<file path="config.mk">
export PLATFORM = sky130hd
export DESIGN_NAME = sstbl_cell
export DESIGN_NICKNAME = d
export VERILOG_FILES = /design/src/sstbl_pkg.sv /design/src/sstbl_cell.sv
export SDC_FILE = /design/constraint.sdc
export NUM_CORES = 1
export LEC_CHECK = 0
export BUFFER_PORTS_ARGS = -buffer_cell sky130_fd_sc_hd__buf_2
export CAP_MARGIN = 20
export CORE_AREA = 10 10 540 542
export DETAILED_ROUTE_END_ITERATION = 12
export DIE_AREA = 0 0 550 552
export PLACE_DENSITY = 0.3
export SLEW_MARGIN = 0
export SYNTH_ARGS = -nofsm -noshare
export SYNTH_HDL_FRONTEND = slang
export SYNTH_SLANG_ARGS = --single-unit
</file>
<file path="constraint.sdc">
create_clock -name clk -period 2.44 [get_ports clk]
set_input_delay 0.732 -clock clk [delete_from_list [all_inputs] [get_ports clk]]
set_output_delay 0.732 -clock clk [all_outputs]
set_load 0.01 [all_outputs]
</file>
<file path="src/sstbl_pkg.sv">
// Shared types, sizes and codes for the source-specific route table.
package sstbl_pkg;

    localparam int TABLE_DEPTH = 64;
    localparam int IDX_W = (TABLE_DEPTH > 1) ? $clog2(TABLE_DEPTH) : 1;
    localparam int CNT_W = $clog2(TABLE_DEPTH + 1);
    localparam int OCC_W = 7;
    localparam int IN_W = 336;
    localparam int OUT_W = 72;

    localparam logic [1:0] ACT_ADD = 2'd0;
    localparam logic [1:0] ACT_DELETE = 2'd1;
    localparam logic [1:0] ACT_LOOKUP = 2'd2;

    typedef enum logic [2:0] {
        ST_UNCHANGED = 3'd0,
        ST_INSERTED = 3'd1,
        ST_LOWERED = 3'd2,
        ST_FULL = 3'd3,
        ST_REMOVED = 3'd4,
        ST_NOT_FOUND = 3'd5,
        ST_FOUND = 3'd6
    } status_t;

    typedef enum logic [1:0] {
        S_IDLE,
        S_SCAN,
        S_DONE
    } state_t;

    typedef struct packed {
        logic [63:0] dest_high;
        logic [63:0] dest_low;
        logic [63:0] source_high;
        logic [63:0] source_low;
        logic [15:0] lens;
    } key_t;

    typedef struct packed {
        key_t        key;
        logic [15:0] metric;
        logic [31:0] iface;
        logic [7:0]  proto;
    } entry_t;

    typedef struct packed {
        logic             active;
        logic             hit;
        logic [IDX_W-1:0] idx;
        logic [15:0]      metric;
        logic [31:0]      iface;
        logic [7:0]       proto;
    } token_t;

    typedef struct packed {
        logic             ins;
        logic             upd;
        logic             del;
        logic [IDX_W-1:0] idx;
        logic [IDX_W-1:0] last;
        entry_t           entry;
    } wr_t;

endpackage

</file>
<file path="src/sstbl_cell.sv">
// One table slot: holds an entry, matches the passing search token, takes writes and shifts.
module sstbl_cell (
    input  logic                        clk,
    input  logic                        rst_n,
    input  logic [sstbl_pkg::IDX_W-1:0] cell_idx,
    input  logic [sstbl_pkg::CNT_W-1:0] count,
    input  sstbl_pkg::key_t             key,
    input  sstbl_pkg::token_t           tok_in,
    output sstbl_pkg::token_t           tok_out,
    input  sstbl_pkg::wr_t              wr,
    input  sstbl_pkg::entry_t           nb_entry,
    output sstbl_pkg::entry_t           entry
);
    import sstbl_pkg::*;

    entry_t entry_reg;
    entry_t entry_next;
    token_t tok_reg;
    token_t tok_next;
    logic   valid;
    logic   match;

    assign valid = ({{CNT_W{1'b0}}, cell_idx}) < ({{IDX_W{1'b0}}, count});
    assign match = valid && (entry_reg.key == key);

    always_comb
    begin
        tok_next = tok_in;
        if (tok_in.active && !tok_in.hit && match)
        begin
            tok_next.hit = 1'b1;
            tok_next.idx = cell_idx;
            tok_next.metric = entry_reg.metric;
            tok_next.iface = entry_reg.iface;
            tok_next.proto = entry_reg.proto;
        end
    end

    always_comb
    begin
        entry_next = entry_reg;
        if (wr.ins && wr.idx == cell_idx)
        begin
            entry_next = wr.entry;
        end
        if (wr.upd && wr.idx == cell_idx)
        begin
            entry_next.metric = wr.entry.metric;
        end
        if (wr.del && cell_idx >= wr.idx && cell_idx < wr.last)
        begin
            entry_next = nb_entry;
        end
    end

    always_ff @(posedge clk or negedge rst_n)
    begin
        if (!rst_n)
        begin
            tok_reg <= '0;
        end
        else
        begin
            tok_reg <= tok_next;
        end
    end

    always_ff @(posedge clk)
    begin
        entry_reg <= entry_next;
    end

    assign tok_out = tok_reg;
    assign entry = entry_reg;

endmodule

</file>
==> impl_results.md <==
* Post-Synth Adder-Cell Area at 0.986%
* Violated checks: negative setup slack
* DR pass1 iterations at 4
* DR WL/cell at 33.9 um
* Delay-heaviest family, CP: buffers and inverters
* I/O pin count at 1,414
* Static Leak at around 18 nW
* Die Width at 550 um
* Commonest non-fill, non-tap cells in the layout: buf_2 (1,413), buf_4 (392), edfxtp_1 (328)
* Post-synthesis mux area share at 22.7%
* Ys Warns at 0
* Reg2reg setup slack at -0.83 ns
* Final Hold Fails at 0
* Skew-Pair Late Insertion Delay at 0.72 ns
* Slowest cell on crit path: nand4_1
* H-tree levels at 2
* Clk sink count at 392
* Worst-path cell chain: xnor2_2, nand4_1, buf_4, nor4_4, buf_4, nand3_1, buf_4, nor3_2, buf_4, nand4_4, buf_12, buf_12, mux2_4
* Cell Rows at 195
* Max reg flops at around 330
* Worst setup SP type: register
* Gr ovfl total at 0
* Mapped Cells at 1,403
* Iteration-0 DRC Markers at between 1,000 and 1,500
* RR Startpoint: entry[129]
* Yosys cell types at 39
* End of the worst register-to-register path: tok_out[20]
* Area growth syn-to-layout at 102%
* Clk buf depth at 3
* Most used cell, CP: buf_4
* Final Max Slew Viols at 0
* Max Cap Viol at 0
* Largest net degree at the start of global routing at 45
* Via count at 21,800
* Post-Syn Area per Cell at 14.5 um^2
* Cell area after technology mapping at slightly above 20,000 um^2
* First-pass GRT wire length at a little under 300,000 um
* GRT Util Overall at 15.4%
* Clock skew at 0.0409 ns
* Synth Area in XOR/XNOR at 6.34%
* Initial antenna violation count at 309
* Highest clock rate at 0.306 GHz
* Vias per cell at approximately 3
* # setup viols final at 718
* Fillers at 31,900
* Die H at around 550 um
* CTS tree: built
* Critical Path End Type: register
* Die area at 304,000 um^2
* PD cells at 586 nW/um^2
* Sum of negative setup slack at -201.15 ns
* Fin nets at 4,423
* Final GP Congestion at 0.883
* Finished Core Util at 14.6%
* Vias in the first global route at 23,300
* CP max FO at 16
* Final Hold Slack at 0.169 ns
* Type of the tightest min-delay check: primary input to register
* Setup ws final at -0.829 ns
* Tmin final at about 3.3 ns
* Post-DP HPWL at 215,000 um
* Commonest non-fill, non-tap cell in the layout: buf_2
* Data required, critical path at approximately 3.0 ns
* DP Area at around 36,000 um^2
* Crit-path max cell delay at 0.49 ns
* IO buf count at 1,413
* Max-slew headroom at 39.5%
* Final instance area at just over 40,000 um^2
* Slew @ Worst Pin at 0.906 ns
* HP Start: tok_in[63]
* Total wire length at 246,000 um
* Layout cells sized above 1 at 72.4%
* CTS clk-pin slew, worst paths at about 0.06 ns
* Crit path buf inv count at 6
* Area contributors post-synth: edfxtp_1 (49%), mux2_2 (18%), dfrtp_1 (7.9%)
* Run status: complete, but fails checks
* RSZ-0062 raised after global routing: true
* Maximum VDD drop at 0.579 mV
* Syn_nets at 2,441
* Register area share after synthesis at 56.4%
* Residual DRC count at 0
* CP Data Arrival Time at 3.84 ns
* Post-synth top area share at 48.5%
* Worst Hold Path EP: tok_out[63]
* Largest family of logic cells by synthesized area: multiplexers
* Simple-gate share of the synthesized area at 5.69%
* CORE AREA at about 280,000 um^2
* Largest area contributor in the netlist: edfxtp_1
* ANT nets after route at 0
* Post-synthesis compound-gate area fraction at between 4 and 5%
* Num CTS Buffers at 60
* Critical path class: register to register
* Worst Hold Depth at 1
* Synthesized flop and latch total at roughly 400
* Power, Total at 24.0 mW
* R2R depth at 13
* CTS root buf: clkbuf_16
* Tcrit/Tclk final at 134%
* Initial Util at 7.23%
==> worst max path at each step <==
stage / from / end / slack, ns / depth (start not counted)
floorplan: wr[329] / entry[0] / -2.43 / 10
CTS: entry[129] / tok_out[15] / -0.85 / 13
detailed placement: cell_idx[4] / tok_out[28] / -1.55 / 13
finish: entry[129] / tok_out[20] / -0.83 / 13
global placement: key[1] / tok_out[29] / -2.17 / 13
global route: entry[315] / tok_out[11] / -0.90 / 14
==> synth_stat cells <==
cell type  instances
nor4_1            43
o2111ai_1          7
a21oi_1            4
a22oi_1            7
a2111oi_2          2
xnor2_1           57
a221oi_1           2
xor2_1            90
buf_6              6
ha_1              16
and3_1             1
a2111o_1          21
nand4_2            1
mux2_2           331
dfrtp_1           64
nand2b_1          26
a22o_1             7
a2111oi_0          6
nand3b_1           1
and4_1             1
buf_2             36
nand4_1           24
o2bb2ai_1          4
o221ai_1           2
o21ai_0            1
nand3_1            4
o41ai_1            1
o211ai_1           1
inv_1            118
o22ai_1           39
nor4bb_1           1
nor2_1             2
mux2_4            59
edfxtp_1         328
nor2b_1           74
a21o_1             6
o311ai_0           1
nor3_1             4
nand2_1            5
==> cell type report <==
class                      instances  area (um^2)  share of cell area [%]
tap                             3743         4680                    11.4
multi-input combinational        851         9010                    22.0
timing repair buffer            1962        13300                    32.4
clock inverter                    45          377                   0.918
inverter                         118          462                    1.13
antenna                           78          195                   0.476
clock buffer                      67         1550                    3.78
sequential                       392        11500                    27.9
==> stage by stage <==
step	setup slack [ns]	std cells
final	-0.829	7256
after floorplan	-2.43	1403
after global placement	-2.17	6953
after global routing	-0.901	7192
after CTS	-0.847	7176
after detailed placement	-1.55	6957
==> kinds of logic after synthesis <==
kind of cell             count (synthesis)
buffers and inverters                  160
AO/OA/AOI/OAI                          111
adder cells (fa/ha/maj)                 16
AND/OR/NAND/NOR                        187
multiplexers                           390
XOR/XNOR                               147
flip-flops                             392
==> layer usage <==
metal  global-route usage [%]  up-vias  wire length, um
met5                        0        -             1130
met1                     16.4    10300            89200
met4                     2.04      176             4820
li1                         -     9398                -
met2                     27.5     1463           120000
met3                     8.35      508            30500
==> timing repair <==
item                                   4_1_cts  5_1_grt
gates resized for setup                    294       21
setup endpoints to repair                  722      722
gates cloned                                41        0
hold buffers                                 1        0
endpoints found under the hold margin       20        0
buffers inserted                            66        2
pin swaps                                   10        9
==> worst register-to-register path, stage by stage (launching register included) <==
cell and delay [ns]:
edfxtp_1 0.43, xnor2_2 0.27, nand4_1 0.49, buf_4 0.34, nor4_4 0.14, buf_4 0.17, nand3_1 0.07, buf_4 0.14
nor3_2 0.15, buf_4 0.15, nand4_4 0.10, buf_12 0.17, buf_12 0.20, mux2_4 0.30
==> power breakdown <==
part | internal [mW] | switching (mW)
combinational | 3.31 | 3.21
sequential | 8.02 | 0.570
clock | 5.07 | 3.86
No activity file was read; power rests on OpenSTA's default activity.
